**src/design/mlfq_pkg.sv**
```systemverilog
// ----------------------------------------------------------------------------
// mlfq_pkg
// Shared types and codes of the multilevel feedback queue scheduler.
// ----------------------------------------------------------------------------
package mlfq_pkg;

    localparam int ID_W    = 4;
    localparam int KIND_W  = 3;
    localparam int LABEL_W = 4;
    localparam int CFG_W   = 16;
    localparam int LIU_W   = 4;

    localparam logic [KIND_W-1:0] KIND_YIELD = 3'd0;
    localparam logic [KIND_W-1:0] KIND_FULL  = 3'd1;
    localparam logic [KIND_W-1:0] KIND_EXIT  = 3'd2;
    localparam logic [KIND_W-1:0] KIND_BOOST = 3'd3;
    localparam logic [KIND_W-1:0] KIND_IDLE  = 3'd4;

    localparam logic OP_ADMIT = 1'b0;
    localparam logic OP_SLICE = 1'b1;

    localparam logic CFG_LEVELS_IN_USE = 1'b0;
    localparam logic CFG_BOOST_PERIOD  = 1'b1;

    localparam logic [LIU_W-1:0] LEVELS_IN_USE_RESET = 4'd3;
    localparam logic [CFG_W-1:0] BOOST_PERIOD_RESET  = 16'd10;

    typedef struct packed {
        logic            operation;
        logic [ID_W-1:0] process_id;
        logic            used_full_slice;
        logic            finishes;
    } sched_in_t;

    typedef struct packed {
        logic [KIND_W-1:0]  event_kind;
        logic [ID_W-1:0]    run_id;
        logic [LABEL_W-1:0] queue_label;
        logic               last;
    } sched_out_t;

    typedef struct packed {
        logic load;
        logic admit;
        logic emit_idle;
        logic boost_start;
        logic boost_next;
        logic boost_rd;
        logic boost_mv;
        logic pop_rd;
        logic pop_wr;
    } dp_cmd_t;

    typedef struct packed {
        logic op_slice;
        logic found_any;
        logic boost_due;
        logic src_done;
        logic src_can_move;
        logic emit_ok;
    } dp_status_t;

endpackage

```
**src/design/mlfq_ctrl.sv**
```systemverilog
// ----------------------------------------------------------------------------
// mlfq_ctrl
// Sequencer: admit, priority search, boost walk and slice queue move.
// ----------------------------------------------------------------------------
module mlfq_ctrl
    import mlfq_pkg::*;
(
    input  logic       aclk,
    input  logic       aresetn,
    input  logic       s_valid,
    output logic       s_ready,
    input  dp_status_t status,
    output dp_cmd_t    cmd
);

    localparam logic [2:0] ST_IDLE      = 3'd0;
    localparam logic [2:0] ST_SEARCH    = 3'd1;
    localparam logic [2:0] ST_BOOST_CHK = 3'd2;
    localparam logic [2:0] ST_BOOST_MV  = 3'd3;
    localparam logic [2:0] ST_POP_RD    = 3'd4;
    localparam logic [2:0] ST_POP_WR    = 3'd5;

    logic [2:0] state_reg, state_next;
    logic       accept;

    assign s_ready = (state_reg == ST_IDLE);
    assign accept  = s_valid && s_ready;

    always_comb begin
        state_next = state_reg;
        cmd        = '0;
        case (state_reg)
            ST_IDLE: begin
                cmd.load  = accept;
                cmd.admit = accept && !status.op_slice;
                if (accept && status.op_slice) begin
                    state_next = ST_SEARCH;
                end
            end
            ST_SEARCH: begin
                if (!status.found_any) begin
                    if (status.emit_ok) begin
                        cmd.emit_idle = 1'b1;
                        state_next    = ST_IDLE;
                    end
                end else if (status.boost_due) begin
                    cmd.boost_start = 1'b1;
                    state_next      = ST_BOOST_CHK;
                end else begin
                    cmd.pop_rd = 1'b1;
                    state_next = ST_POP_WR;
                end
            end
            ST_BOOST_CHK: begin
                if (status.src_done) begin
                    state_next = ST_POP_RD;
                end else if (status.src_can_move) begin
                    cmd.boost_rd = 1'b1;
                    state_next   = ST_BOOST_MV;
                end else begin
                    cmd.boost_next = 1'b1;
                end
            end
            ST_BOOST_MV: begin
                if (status.emit_ok) begin
                    cmd.boost_mv = 1'b1;
                    state_next   = ST_BOOST_CHK;
                end
            end
            ST_POP_RD: begin
                cmd.pop_rd = 1'b1;
                state_next = ST_POP_WR;
            end
            ST_POP_WR: begin
                if (status.emit_ok) begin
                    cmd.pop_wr = 1'b1;
                    state_next = ST_IDLE;
                end
            end
            default: begin
                state_next = ST_IDLE;
            end
        endcase
    end

    always_ff @(posedge aclk) begin
        if (!aresetn) begin
            state_reg <= ST_IDLE;
        end else begin
            state_reg <= state_next;
        end
    end

endmodule

```
**src/design/mlfq_datapath.sv**
```systemverilog
// ----------------------------------------------------------------------------
// mlfq_datapath
// Level rings, per-level pointers and counts, slice counter, result register.
// ----------------------------------------------------------------------------
module mlfq_datapath
    import mlfq_pkg::*;
#(
    parameter int MAX_LEVELS = 8,
    parameter int MAX_PROCS  = 16
) (
    input  logic             aclk,
    input  logic             aresetn,
    input  dp_cmd_t          cmd,
    output dp_status_t       status,
    input  sched_in_t        s_data,
    input  logic             cfg_wr_en,
    input  logic             cfg_index,
    input  logic [CFG_W-1:0] cfg_wdata,
    input  logic             m_ready,
    output logic             m_valid,
    output sched_out_t       m_data
);

    localparam int PW    = (MAX_PROCS > 1) ? $clog2(MAX_PROCS) : 1;
    localparam int CW    = $clog2(MAX_PROCS + 1);
    localparam int LVW   = (MAX_LEVELS > 1) ? $clog2(MAX_LEVELS) : 1;
    localparam int NLW   = $clog2(MAX_LEVELS + 1);
    localparam int DEPTH = MAX_LEVELS * MAX_PROCS;
    localparam int AW    = (DEPTH > 1) ? $clog2(DEPTH) : 1;

    logic [ID_W-1:0]  store_mem [DEPTH];
    logic [ID_W-1:0]  rd_data_reg;

    logic [PW-1:0]    head_reg  [MAX_LEVELS];
    logic [PW-1:0]    tail_reg  [MAX_LEVELS];
    logic [CW-1:0]    count_reg [MAX_LEVELS];
    logic [PW-1:0]    head_next [MAX_LEVELS];
    logic [PW-1:0]    tail_next [MAX_LEVELS];
    logic [CW-1:0]    count_next[MAX_LEVELS];

    logic [LIU_W-1:0] levels_in_use_reg;
    logic [CFG_W-1:0] boost_period_reg;
    logic [CFG_W-1:0] slices_reg;
    logic [NLW-1:0]   src_reg;
    logic [LVW-1:0]   lv_reg;
    logic             full_reg;
    logic             fin_reg;
    logic             m_valid_reg;
    sched_out_t       m_data_reg;

    logic [NLW-1:0]   nlev;
    logic             found_any;
    logic [LVW-1:0]   found_lv;
    logic [LVW-1:0]   src_lv;
    logic [NLW-1:0]   lv_up;
    logic             demote_ok;
    logic             top_full;
    logic             emit_ok;

    logic             pop_en, push_en;
    logic [LVW-1:0]   pop_lv, push_lv;
    logic [ID_W-1:0]  push_id;
    logic             rd_en;
    logic [LVW-1:0]   rd_lv;
    sched_out_t       result;
    logic             emit_en;

    function automatic logic [PW-1:0] ring_next(input logic [PW-1:0] p);
        return (p == PW'(MAX_PROCS - 1)) ? '0 : PW'(p + PW'(1));
    endfunction

    function automatic logic [AW-1:0] addr_of(input logic [LVW-1:0] lv,
                                              input logic [PW-1:0] ptr);
        return AW'(AW'(lv) * AW'(MAX_PROCS) + AW'(ptr));
    endfunction

    always_comb begin
        if (levels_in_use_reg == '0) begin
            nlev = NLW'(1);
        end else if (32'(levels_in_use_reg) > MAX_LEVELS) begin
            nlev = NLW'(MAX_LEVELS);
        end else begin
            nlev = NLW'(levels_in_use_reg);
        end
    end

    always_comb begin
        found_any = 1'b0;
        found_lv  = '0;
        for (int l = MAX_LEVELS - 1; l >= 0; l--) begin
            if (NLW'(l) < nlev && count_reg[l] != '0) begin
                found_any = 1'b1;
                found_lv  = LVW'(l);
            end
        end
    end

    assign src_lv    = src_reg[LVW-1:0];
    assign lv_up     = NLW'(lv_reg) + NLW'(1);
    assign top_full  = (count_reg[0] == CW'(MAX_PROCS));
    assign demote_ok = (lv_up < nlev) && (count_reg[lv_up[LVW-1:0]] != CW'(MAX_PROCS));
    assign emit_ok   = !m_valid_reg || m_ready;

    assign status.op_slice     = (s_data.operation == OP_SLICE);
    assign status.found_any    = found_any;
    assign status.boost_due    = (slices_reg >= boost_period_reg);
    assign status.src_done     = (src_reg >= nlev);
    assign status.src_can_move = (src_reg < nlev) && (count_reg[src_lv] != '0) && !top_full;
    assign status.emit_ok      = emit_ok;

    // queue moves and result selection
    always_comb begin
        pop_en  = 1'b0;
        pop_lv  = '0;
        push_en = 1'b0;
        push_lv = '0;
        push_id = rd_data_reg;
        rd_en   = 1'b0;
        rd_lv   = found_lv;
        emit_en = 1'b0;
        result  = '0;
        if (cmd.admit) begin
            push_en = !top_full;
            push_id = s_data.process_id;
        end
        if (cmd.pop_rd) begin
            rd_en = 1'b1;
        end
        if (cmd.boost_rd) begin
            rd_en = 1'b1;
            rd_lv = src_lv;
        end
        if (cmd.emit_idle) begin
            emit_en            = 1'b1;
            result.event_kind  = KIND_IDLE;
            result.last        = 1'b1;
        end
        if (cmd.boost_mv) begin
            pop_en             = 1'b1;
            pop_lv             = src_lv;
            push_en            = 1'b1;
            emit_en            = 1'b1;
            result.event_kind  = KIND_BOOST;
            result.run_id      = rd_data_reg;
            result.queue_label = LABEL_W'(nlev);
        end
        if (cmd.pop_wr) begin
            pop_en        = 1'b1;
            pop_lv        = lv_reg;
            emit_en       = 1'b1;
            result.run_id = rd_data_reg;
            result.last   = 1'b1;
            if (fin_reg) begin
                result.event_kind = KIND_EXIT;
            end else if (full_reg && demote_ok) begin
                push_en            = 1'b1;
                push_lv            = lv_up[LVW-1:0];
                result.event_kind  = KIND_FULL;
                result.queue_label = LABEL_W'(nlev - lv_up);
            end else begin
                push_en            = 1'b1;
                push_lv            = lv_reg;
                result.event_kind  = full_reg ? KIND_FULL : KIND_YIELD;
                result.queue_label = LABEL_W'(nlev - NLW'(lv_reg));
            end
        end
    end

    always_comb begin
        for (int l = 0; l < MAX_LEVELS; l++) begin
            head_next[l]  = head_reg[l];
            tail_next[l]  = tail_reg[l];
            count_next[l] = count_reg[l];
            if (pop_en && pop_lv == LVW'(l)) begin
                head_next[l] = ring_next(head_reg[l]);
            end
            if (push_en && push_lv == LVW'(l)) begin
                tail_next[l] = ring_next(tail_reg[l]);
            end
            if ((pop_en && pop_lv == LVW'(l)) && !(push_en && push_lv == LVW'(l))) begin
                count_next[l] = count_reg[l] - CW'(1);
            end else if (!(pop_en && pop_lv == LVW'(l)) && (push_en && push_lv == LVW'(l))) begin
                count_next[l] = count_reg[l] + CW'(1);
            end
        end
    end

    always_ff @(posedge aclk) begin
        if (push_en) begin
            store_mem[addr_of(push_lv, tail_reg[push_lv])] <= push_id;
        end
        if (rd_en) begin
            rd_data_reg <= store_mem[addr_of(rd_lv, head_reg[rd_lv])];
        end
    end

    always_ff @(posedge aclk) begin
        if (!aresetn) begin
            for (int l = 0; l < MAX_LEVELS; l++) begin
                head_reg[l]  <= '0;
                tail_reg[l]  <= '0;
                count_reg[l] <= '0;
            end
            slices_reg        <= '0;
            levels_in_use_reg <= LEVELS_IN_USE_RESET;
            boost_period_reg  <= BOOST_PERIOD_RESET;
            m_valid_reg       <= 1'b0;
        end else begin
            for (int l = 0; l < MAX_LEVELS; l++) begin
                head_reg[l]  <= head_next[l];
                tail_reg[l]  <= tail_next[l];
                count_reg[l] <= count_next[l];
            end
            if (cmd.boost_start) begin
                slices_reg <= '0;
            end else if (cmd.pop_wr && slices_reg != '1) begin
                slices_reg <= slices_reg + CFG_W'(1);
            end
            if (cfg_wr_en) begin
                case (cfg_index)
                    CFG_LEVELS_IN_USE: levels_in_use_reg <= cfg_wdata[LIU_W-1:0];
                    CFG_BOOST_PERIOD:  boost_period_reg  <= cfg_wdata;
                    default:           levels_in_use_reg <= levels_in_use_reg;
                endcase
            end
            if (emit_en) begin
                m_valid_reg <= 1'b1;
            end else if (m_ready) begin
                m_valid_reg <= 1'b0;
            end
        end
    end

    always_ff @(posedge aclk) begin
        if (cmd.load) begin
            full_reg <= s_data.used_full_slice;
            fin_reg  <= s_data.finishes;
        end
        if (cmd.boost_start) begin
            src_reg <= NLW'(1);
        end else if (cmd.boost_next || cmd.boost_mv) begin
            if (cmd.boost_next) begin
                src_reg <= src_reg + NLW'(1);
            end
        end
        if (cmd.pop_rd) begin
            lv_reg <= found_lv;
        end
        if (emit_en) begin
            m_data_reg <= result;
        end
    end

    assign m_valid = m_valid_reg;
    assign m_data  = m_data_reg;

endmodule

```
**src/design/multilevel_feedback_scheduler_unit.sv**
```systemverilog
// ----------------------------------------------------------------------------
// multilevel_feedback_scheduler_unit
// Multilevel feedback queue scheduler over ring-buffered priority levels.
//
//   channel  dir  handshake          payload
//   s_       in   s_valid/s_ready    sched_in_t  (admit or slice)
//   m_       out  m_valid/m_ready    sched_out_t (event results)
//   cfg_     in   cfg_wr_en          cfg_index, cfg_wdata
//
// Admit: taken in idle, s_ready stays high. Slice: accept, priority
// search with ring read, queue move and result; the level store read
// is registered. A boost first moves processes of the lower levels to
// the top level while it has room. Result stalls hold the sequencer in place.
// Reset clears pointers, counts and the slice counter; no clearing pass.
// ----------------------------------------------------------------------------
module multilevel_feedback_scheduler_unit
    import mlfq_pkg::*;
#(
    parameter int MAX_LEVELS = 8,
    parameter int MAX_PROCS  = 16
) (
    input  logic             aclk,
    input  logic             aresetn,
    input  logic             s_valid,
    output logic             s_ready,
    input  sched_in_t        s_data,
    output logic             m_valid,
    input  logic             m_ready,
    output sched_out_t       m_data,
    input  logic             cfg_wr_en,
    input  logic             cfg_index,
    input  logic [CFG_W-1:0] cfg_wdata
);

    dp_cmd_t    cmd;
    dp_status_t status;

    mlfq_ctrl u_ctrl (
        .aclk    (aclk),
        .aresetn (aresetn),
        .s_valid (s_valid),
        .s_ready (s_ready),
        .status  (status),
        .cmd     (cmd)
    );

    mlfq_datapath #(
        .MAX_LEVELS (MAX_LEVELS),
        .MAX_PROCS  (MAX_PROCS)
    ) u_datapath (
        .aclk      (aclk),
        .aresetn   (aresetn),
        .cmd       (cmd),
        .status    (status),
        .s_data    (s_data),
        .cfg_wr_en (cfg_wr_en),
        .cfg_index (cfg_index),
        .cfg_wdata (cfg_wdata),
        .m_ready   (m_ready),
        .m_valid   (m_valid),
        .m_data    (m_data)
    );

endmodule

```
**config.mk**
```make
export PLATFORM = sky130hd
export DESIGN_NAME = multilevel_feedback_scheduler_unit
export DESIGN_NICKNAME = d
export VERILOG_FILES = /design/src/design/mlfq_pkg.sv /design/src/design/mlfq_ctrl.sv /design/src/design/mlfq_datapath.sv /design/src/design/multilevel_feedback_scheduler_unit.sv
export SDC_FILE = /design/constraint.sdc
export NUM_CORES = 1
export LEC_CHECK = 0
export BUFFER_PORTS_ARGS = -buffer_cell sky130_fd_sc_hd__buf_2
export CORE_MARGIN = 3
export CORE_UTILIZATION = 47
export DETAILED_ROUTE_END_ITERATION = 10
export GPL_ROUTABILITY_DRIVEN = 0
export SLEW_MARGIN = 20
export SYNTH_ARGS = -nofsm -noshare
export SYNTH_HDL_FRONTEND = slang
export SYNTH_SLANG_ARGS = --single-unit
```
**constraint.sdc**
```tcl
create_clock -name aclk -period 5.1 [get_ports aclk]
set_clock_uncertainty 0.1 [all_clocks]
set_input_delay 0.765 -clock aclk [delete_from_list [all_inputs] [get_ports aclk]]
set_output_delay 0.765 -clock aclk [all_outputs]
set_load 0.01 [all_outputs]
```
### Yosys cells after proc, flatten, opt, wreduce, memory -nomap -nowiden

Memory sizes are Yosys's and may differ from the RTL's. A register that Yosys moved wholly into a read port is not among the register bits.
Index checks and enable logic that the tools add are counted.

| cells by class | value |
|---|---|
| add/sub/neg operators | 39 |
| multiply operators | 0 |
| divide/modulo/power cells | 0 |
| $lt $le $gt $ge | 13 |
| equal/unequal tests | 41 |
| shifts and indexed selects | 0 |
| mux-type cells | 147 |
| bitwise operators | 26 |
| reduce and logical (&&, ||, !) cells | 88 |

Operators with widths:

| cell | number |
|---|---|
| $mux W4 | 53 |
| $mux W5 | 24 |
| $mux W3 | 26 |
| $add A4 B1 Y4 const B | 17 |
| $eq A4 B4 Y1 const B | 16 |
| $logic_and A1 B1 Y1 | 48 |
| $reduce_bool A5 Y1 | 9 |
| $add A5 B1 Y5 const B | 8 |
| $sub A5 B1 Y5 const B | 8 |
| $mux W1 | 36 |
| $eq A3 B3 Y1 const B | 10 |
| $or A1 B1 Y1 | 24 |
| $logic_not A1 Y1 | 19 |
| $eq A3 B2 Y1 const B | 6 |
| $pmux W3 S6 | 1 |
| $add A16 B1 Y16 const B | 1 |
| $ge A16 B16 Y1 | 1 |
| $lt A3 B4 Y1 const A | 4 |
| $ne A16 B16 Y1 const B | 1 |
| $add A7 B4 Y7 | 2 |
| $mux W12 | 1 |
| $mux W11 | 1 |
| $eq A3 B1 Y1 const B | 3 |
| $logic_not A3 Y1 | 3 |
| other kinds (22) | 32 |

| word-level totals | value |
|---|---|
| register bits | 61 |
| latch bits | 0 |
| bits in writable memories | 616 |
| ROM bits | 0 |
| input bits | 29 |
| output and inout bits | 14 |
| word-level logic and storage cells | 371 |
| memories | 4 |

Memories:

| name | depth | bits a word | rd ports | clocked after memory_dff | wr ports | RTL line | source |
|---|---|---|---|---|---|---|---|
| u_datapath.store_mem | 128 | 4 | 1 | 1 | 1 | mlfq_datapath.sv:31 | `logic [ID_W-1:0] store_mem [DEPTH];` |
| u_datapath.count_reg | 8 | 5 | 10 | 1 | 8 | mlfq_datapath.sv:36 | `logic [CW-1:0] count_reg [MAX_LEVELS];` |
| u_datapath.head_reg | 8 | 4 | 9 | 0 | 8 | mlfq_datapath.sv:34 | `logic [PW-1:0] head_reg [MAX_LEVELS];` |
| u_datapath.tail_reg | 8 | 4 | 9 | 0 | 8 | mlfq_datapath.sv:35 | `logic [PW-1:0] tail_reg [MAX_LEVELS];` |

### Longest topological paths before layout

Gate-level depths: netlist (run 1).

| logic depth | value |
|---|---|
| word-level depth | 19 |
| mapped depth | 26 |
| depth with buffers taken out | 23 |

### Hierarchy

From an unflattened synthesis (run 1), not the netlist that was laid out.

| unflattened totals | value |
|---|---|
| cells, all modules | 2830 |
| area total of the unflattened synthesis | 31948.1 µm² |

By module, submodules not included:

| module | times used | cells an instance | area an instance (µm²) | sequential area each (µm²) |
|---|---|---|---|---|
| mlfq_datapath | 1 | 2786 | 31636.6 | 18968.2 |
| mlfq_ctrl | 1 | 44 | 311.5 | 60.1 |

### Worst setup path after synthesis (run 1)

No wires, ideal clock.

| timing path | value |
|---|---|
| path type | reg-to-reg |
| start point | register u_datapath.levels_in_use_reg[1] |
| end point | register u_datapath.rd_data_reg[2] (read register of u_datapath.store_mem) (data pin) |
| setup time | 0.272 ns |
| arrival | 4.816 ns |
| path slack | -0.087 ns |
| cell stages (with the launch flop) | 20 |
| path buffers | 2 |
| clock period less this slack | 5.187 ns |
| cell sequence | dfxtp_1 > clkbuf_1 > nor2_1 > o21ai_0 > inv_1 > ha_1 > nand2b_1 > a21oi_1 > o211ai_1 > nor3_2 > a21o_1 > buf_4 > mux4_2 > mux2i_4 > or3_2 > a21oi_1 > or4_1 > o31ai_1 > o2111ai_1 > or4_1 |

| on the way | value |
|---|---|
| cells in the longest elaborated chain, start to end | 17 |
| elaborated cells between the ends (all ways) | 50 |

RTL lines:

| element | RTL line | source |
|---|---|---|
| start: declaration | mlfq_datapath.sv:41 | `logic [LIU_W-1:0] levels_in_use_reg;` |
| start signal: assignment | mlfq_datapath.sv:221 | `CFG_LEVELS_IN_USE: levels_in_use_reg <= cfg_wdata[LIU_W-1:0];` |
| start signal: assignment | mlfq_datapath.sv:223 | `default: levels_in_use_reg <= levels_in_use_reg;` |
| $gt A4 B4 Y1 | mlfq_datapath.sv:80 | `end else if (32'(levels_in_use_reg) > MAX_LEVELS) begin` |
| $mux W4 | mlfq_datapath.sv:80 |  |
| $mux W4 * | mlfq_datapath.sv:78 | `if (levels_in_use_reg == '0) begin` |
| branches (longest 14 deep; another with $lt A3 B4 Y1) | -- |  |
| end: declaration | mlfq_datapath.sv:32 | `logic [ID_W-1:0] rd_data_reg;` |

Mark *: on every way between the ends.
A chain may end at the register's enable or synchronous reset.

### Final worst setup path (run 1)

| timing path | value |
|---|---|
| start point | register u_datapath.levels_in_use_reg[1] |
| end point | register u_datapath.rd_data_reg[3] (read register of u_datapath.store_mem) (data pin) |

The elaborated chain is that of the path after synthesis.

==> results of run 1 <==
worst paths after layout:
kind / startpoint / endpoint / slack, ns / depth (start not counted)
max: u_datapath.levels_in_use_reg[1]$_SDFFE_PN1P_ / u_datapath.rd_data_reg[3]$_DFFE_PP_ / -0.07 / 22
min: s_data[1] / u_datapath.full_reg$_DFFE_PP_ / 0.23 / 1
max reg2reg: u_datapath.levels_in_use_reg[1]$_SDFFE_PN1P_ / u_datapath.rd_data_reg[3]$_DFFE_PP_ / -0.07 / 22
min reg2reg: u_datapath.boost_period_reg[8]$_SDFFE_PN0P_ / u_datapath.boost_period_reg[8]$_SDFFE_PN0P_ / 0.36 / 2
synth_stat cells (9+ instances only):
cell and number:
edfxtp_1 533, nand2_1 377, nor2_1 314, mux2i_1 160
dfxtp_1 151, a21oi_1 147, nand3_1 100, inv_1 88
ha_1 78, clkbuf_1 74, o21ai_0 61, and3_1 46
xor2_1 42, o22ai_1 36, buf_2 35, nor3_1 32
a31oi_1 31, xnor2_1 31, a21o_1 30, or3_1 27
nand2b_1 21, a211oi_1 19, a311oi_1 17, and2_1 17
mux2_2 16, a22oi_1 14, or4_1 14, o211ai_1 13
nor2b_1 12, fa_1 9, mux4_2 9, nand4_1 9
o31ai_1 9, o32ai_1 9
cell type report:
class / instances / area, um^2 / area share (%)
flip-flops and latches: 684 / 19040 / 50.19
multi-input cells: 1817 / 11920 / 31.43
repair buffers: 355 / 3158 / 8.326
clock buffers: 93 / 1987 / 5.239
well taps: 855 / 1070 / 2.820
clock inverters: 41 / 420.4 / 1.108
inverters: 89 / 335.3 / 0.8841
routing by layer:
layer / part of all wire [%] / up-vias / routed length [um]
li1: - / 10570 / -
met1: 43 / 11390 / 37890
met2: 46 / 855 / 40860
met3: 7.3 / 181 / 6431
met4: 3.4 / 2 / 3019
met5: 0.015 / - / 13
power groups by stage:
stage	clock network [mW]	registers [mW]	logic [mW]
global route	5.66	6.09	0.555
detailed placement	0	6.21	0.479
CTS	5.44	6.09	0.495
finish	5.35	6.09	0.511
global placement	0	6.21	0.470
floorplan	0	6.22	0.257
metrics by stage:
step                hold WS, ns  std cells  cell area [um^2]  util (%)  power, mW
floorplan                0.3363       2719             31280         -      6.474
global placement         0.3449       3740             34220     52.52      6.680
detailed placement       0.3482       3740             34220     52.52      6.690
CTS                      0.1968       3906             37220     57.11      12.03
global route             0.2087       3934             37930     58.21      12.31
finish                   0.2282       3934             37930     58.21      11.95
cell families (layout without fill, tap and decap cells):
kind of cell / count (synthesis) / count (layout) / synth area share, %
compound gates: 465 / 465 / 9.667
fa+ha+maj: 87 / 87 / 3.697
xor+xnor: 73 / 73 / 2.045
simple gates: 1005 / 1005 / 14.31
flops: 684 / 684 / 60.85
buf+inv: 218 / 578 / 2.973
mux: 187 / 187 / 6.454
what timing repair did:
| action | 4_1_cts | 5_1_grt |
|---|---|---|
| gates cloned | 4 | 2 |
| gates resized for setup | 46 | 98 |
| setup endpoints to repair | 4 | 457 |
| hold buffers | 0 | 0 |
| pin swaps | 20 | 27 |
| buffers inserted | 28 | 26 |
| endpoints found under the hold margin | 0 | 0 |
==> flow_summary_export.csv, run 1 <==
group,metric,value,unit
timing,hold_violations,0,
route,drcViolationCount,0,
global_route,grt_pass1_vias,22330,
synth,async_flop_share,0,%
timing,rsz0062_at_grt,"yes",
global_route,grt_usage,24.54,%
power_and_ir_drop,p_int,9.376,mW
power_and_ir_drop,power_density,315.1,nW/um^2
synth,synth_top_area_share,51.18,%
finish,drive_gt1_share,19.32,%
synth,synthDistinctLibCells,89,
clock_tree,cts.path.max_buffers,3,
global_route,grt_pass1_wl,132700,um
placed_design,dp_hpwl,59040,um
worst_setup_path,crit_buf_inv,6,
synth,syn_nets,2835,
worst_setup_path,cp-start-kind,"flip-flop",
timing,drv_slew,0,
finish,finalNetCount,3136,
power_and_ir_drop,swShare,21.56,%
placed_design,io_buffers,42,
clock_tree,cts_sinks,684,
clock_tree,clk_pin_slew,0.06,ns
timing,slew_headroom,33.87,%
finish,area_growth,21.29,%
power_and_ir_drop,vdd_drop_max,0.1945,mV
global_route,antenna_found_initial,2,
route,wl_per_cell,22.42,um
power_and_ir_drop,combPwrFrac,4.3,%
route,wirelength,88210,um
route,via_per_inst,5.843,
finish,largest_reg_flops,512,
power_and_ir_drop,switchingPower,2.577,mW
synth,seq_area_frac_synth,60.85,%
timing,finalCritPeriodShare,101.3,%
hold_path,min_path_type,"in2reg",
placed_design,post-place-ws,-0.5168,ns
timing,worst_slack,-0.06738,ns
timing,finalSetupTns,-0.1232,ns
worst_setup_path,endpoint_kind,"flip-flop",
global_route,overflow,0,
finish,final_common_cell,"edfxtp_1",
die,rows,93,
die,die_h,263.9,um
clock_tree,insertion_delay,0.62,ns
synth,synth_area_per_cell,11.50,um^2
status,outcome,"finished with violations",
worst_setup_path,cp.required,5.36,ns
die,start_util,47.99,%
route,drt_iter0_markers,2132,
clock_tree,cts_htree_levels,3,
worst_setup_path,cp_top_family,"compound AO/OA/AOI/OAI gates",
route,dr.pass1.iters,6,
timing,worstMarginPinSlew,0.9920,ns
worst_setup_path,critPathSlowestCell,"or4_1",
die,core,65160,um^2
synth,yosys_most_used_dff,"edfxtp_1",
synth,ys_top_cells_by_area,"edfxtp_1, dfxtp_1, mux2i_1, nand2_1, nor2_1",
finish,nFillCells,5325,
synth,yosysTopAreaCell,"edfxtp_1",
worst_setup_path,cp_data_arrival_time,5.43,ns
finish,diodes,0,
synth,syn_area,31270,um^2
worst_setup_path,cp_cell_sequence,"nor2_2 -> o21ai_1 -> inv_1 -> ha_1 -> nand2b_4 -> a21oi_4 -> o211ai_1 -> nand2b_4 -> buf_6 -> a21o_1 -> buf_6 -> buf_4 -> a311oi_4 -> nand3_2 -> buf_4 -> nand2_8 -> buf_12 -> mux2_2 -> a2111o_1 -> o311ai_0 -> nor4_1 -> or4_1",
synth,yosysWarnings,0,
timing,setup_violations,2,
worst_setup_path,slowest_delay,0.53,ns
flow_run,max_cap_violations,0,
global_route,use_met3,4.033,%
clock_tree,cts_tree,"yes",
clock_tree,cts_buffers,73,
timing,max_freq,193.5,MHz
finish,layout_common_cells,"edfxtp_1, nand2_1, nor2_1, buf_4, mux2i_1",
power_and_ir_drop,clkPwrFrac,44.8,%
die,fp.dieW,263.9,um
power_and_ir_drop,seqPwrFrac,51.0,%
die,num_io_pins,43,
status,violations,"setup timing",
route,drtAntennaViolNets,0,
timing,fin_crit,5.167,ns
worst_setup_path,path_max_fanout,6,
global_route,grt_start_max_net_pins,81,
die,die_area,69660,um^2
synth,syn_inst,2719,
synth,synth_edf_count,533,
worst_setup_path,critPathKind,"reg2reg",
global_route,groute.layer.met2.usage,39.13,%
route,vias,22990,
synth,ys_ff_latch,684,
power_and_ir_drop,power.leakage,14.09,nW
global_route,top_usage_layer,"met2",
clock_tree,cts_root_buf,"clkbuf_16",
global_route,grtUsageMet1,34.22,%
(Power assumes the default switching activity.)
==> run 2, diff against run 1 <==
- CORE_MARGIN: 3 -> 1
==> flow_summary_export.csv, run 2 (synthesized netlist as in run 1, its figures left out) <==
group,metric,value,unit
global_route,grt_usage,25.64,%
worst_setup_path,critPathKind,"reg2reg",
die,num_io_pins,43,
route,drt_iter0_markers,2128,
hold_path,min_path_type,"in2reg",
timing,max_freq,195.2,MHz
timing,setup_violations,1,
clock_tree,cts_htree_levels,3,
route,dr.pass1.iters,6,
die,die_h,259.9,um
power_and_ir_drop,p_total,12.21,mW
placed_design,placedInstanceArea,33950,um^2
route,via_per_inst,5.783,
die,core,65750,um^2
worst_setup_path,cp_data_arrival_time,5.38,ns
finish,final_area,37470,um^2
timing,hold_violations,0,
global_route,overflow,0,
finish,finalNetCount,3080,
global_route,grt_pass1_wl,131900,um
clock_tree,cts_buffers,75,
worst_setup_path,r2r_slack,-0.02,ns
timing,worst_slack,-0.02326,ns
clock_tree,cts.path.max_buffers,3,
finish,nFillCells,5369,
die,fp.dieW,259.9,um
die,die_area,67570,um^2
finish,largest_reg_flops,512,
worst_setup_path,path_max_fanout,7,
placed_design,io_buffers,42,
clock_tree,cts_sinks,684,
timing,slew_headroom,37.50,%
power_and_ir_drop,power_density,325.8,nW/um^2
finish,area_growth,19.84,%
route,wl_per_cell,22.35,um
route,vias,22500,
route,drcViolationCount,0,
timing,rsz0062_at_grt,"yes",
worst_setup_path,cp-start-kind,"flip-flop",
clock_tree,clk_pin_slew,0.06,ns
placed_design,post-place-ws,-0.5315,ns
worst_setup_path,endpoint_kind,"flip-flop",
worst_setup_path,rr_worst_depth,15,
global_route,antenna_found_initial,1,
timing,fin_crit,5.123,ns
die,rows,94,
status,outcome,"finished with violations",
clock_tree,insertion_delay,0.62,ns
placed_design,dp_hpwl,59830,um
status,violations,"setup timing",
power_and_ir_drop,power.leakage,13.69,nW
clock_tree,cts_tree,"yes",
timing,drv_slew,0,
timing,worstMarginPinSlew,0.9374,ns
clock_tree,ctsHoldBuffers,0,
global_route,grt_start_max_net_pins,107,
clock_tree,cts_root_buf,"clkbuf_16",
route,wirelength,86950,um
hold_path,holdPathEnd,"u_datapath.fin_reg$_DFFE_PP_",
finish,final_common_cell,"edfxtp_1",
finish,layout_common_cells,"edfxtp_1, nand2_1, nor2_1, buf_4, mux2i_1",
power_and_ir_drop,vdd_drop_max,0.2758,mV
worst_setup_path,r2r-start,"u_datapath.count_reg[4][0]$_SDFFE_PN0P_",
hold_path,min_from,"s_data[0]",
route,drtAntennaViolNets,0,
worst_setup_path,rr_endpoint,"u_datapath.rd_data_reg[2]$_DFFE_PP_",
timing,finalCritPeriodShare,100.5,%
flow_run,max_cap_violations,0,
die,start_util,47.56,%
global_route,grt_pass1_vias,22200,
worst_setup_path,cp.required,5.36,ns
hold_path,hold_path_depth,1,
finish,drive_gt1_share,19.86,%
## run 2: changes by cell type in the layout (fill, tap and decap cells not counted), moves of 6 or more
| cell | change |
|---|---|
| nor2_2 | +56 |
| buf_16 | -6 |
| buf_4 | -35 |
| buf_12 | -10 |
| nor2_1 | -59 |
## run 2: power breakdown
group	switching, mW	leakage (nW)	internal [mW]	total (mW)
Combinational	0.345	6.43	0.159	0.504
Sequential	0.0196	6.02	6.08	6.10
Clock	2.26	1.24	3.34	5.61
## run 2: layer usage
layer  up-vias  global-route usage, %  share of wire (%)
met2       856                  40.74                 47
met3       162                  4.483                7.2
met4         2                  8.480                2.6
met5         -                      0              0.015
li1      10460                      -                  -
met1     11020                  35.55                 43
## run 2: final cells by class
cell class	count	area (um^2)	share of cell area [%]
sequential	684	19030	50.78
clock inverter	50	574.3	1.533
tap	864	1081	2.885
inverter	89	335.3	0.8948
timing repair buffer	297	2430	6.484
clock buffer	89	1971	5.259
multi-input combinational	1817	12050	32.15
antenna	1	2.502	0.006678
## run 2: worst max path at each step
stage,from,end,cells after the start,slack (ns)
3_3_place_gp,u_datapath.count_reg[4][0]$_SDFFE_PN0P_,u_datapath.rd_data_reg[3]$_DFFE_PP_,18,-0.52
6_report,u_datapath.count_reg[4][0]$_SDFFE_PN0P_,u_datapath.rd_data_reg[2]$_DFFE_PP_,15,-0.02
3_5_place_dp,u_datapath.count_reg[4][0]$_SDFFE_PN0P_,u_datapath.rd_data_reg[2]$_DFFE_PP_,16,-0.53
4_1_cts,u_datapath.count_reg[5][3]$_SDFFE_PN0P_,u_datapath.rd_data_reg[2]$_DFFE_PP_,16,-0.0002
5_1_grt,u_datapath.count_reg[4][0]$_SDFFE_PN0P_,u_datapath.rd_data_reg[2]$_DFFE_PP_,17,-0.18
2_1_floorplan,u_datapath.lv_reg[1]$_DFFE_PP_,u_datapath.count_reg[1][4]$_SDFFE_PN0P_,25,0.03
## run 2: critical path, cell delays in order (launching register included)
cell and delay (ns):
dfxtp_1 0.31, or4_4 0.54, o32a_1 0.32, mux4_2 0.52
nand2b_4 0.12, buf_4 0.12, a21o_4 0.18, buf_6 0.16
mux4_2 0.58, mux2i_4 0.22, or3_4 0.17, a21oi_2 0.03
or4_4 0.53, o31ai_4 0.29, o2111ai_2 0.17, or4_1 0.51
## run 2: stage by stage
stage          instances    TNS [ns]  hold slack [ns]  util (%)
2_1_floorplan       2719           0           0.3363         -
3_3_place_gp        3727      -1.472           0.3472     51.64
3_5_place_dp        3727      -1.771           0.3469     51.64
4_1_cts             3882  -0.0002367           0.2020     56.15
5_1_grt             3890      -1.869           0.2184     56.99
6_report            3891    -0.02326           0.2286     57.00
## run 2: repair_timing
item                       in CTS  in global routing
gates cloned                    1                  0
buffers inserted               15                  8
pin swaps                      16                 13
gates resized for setup        56                129
setup endpoints to repair       4                466
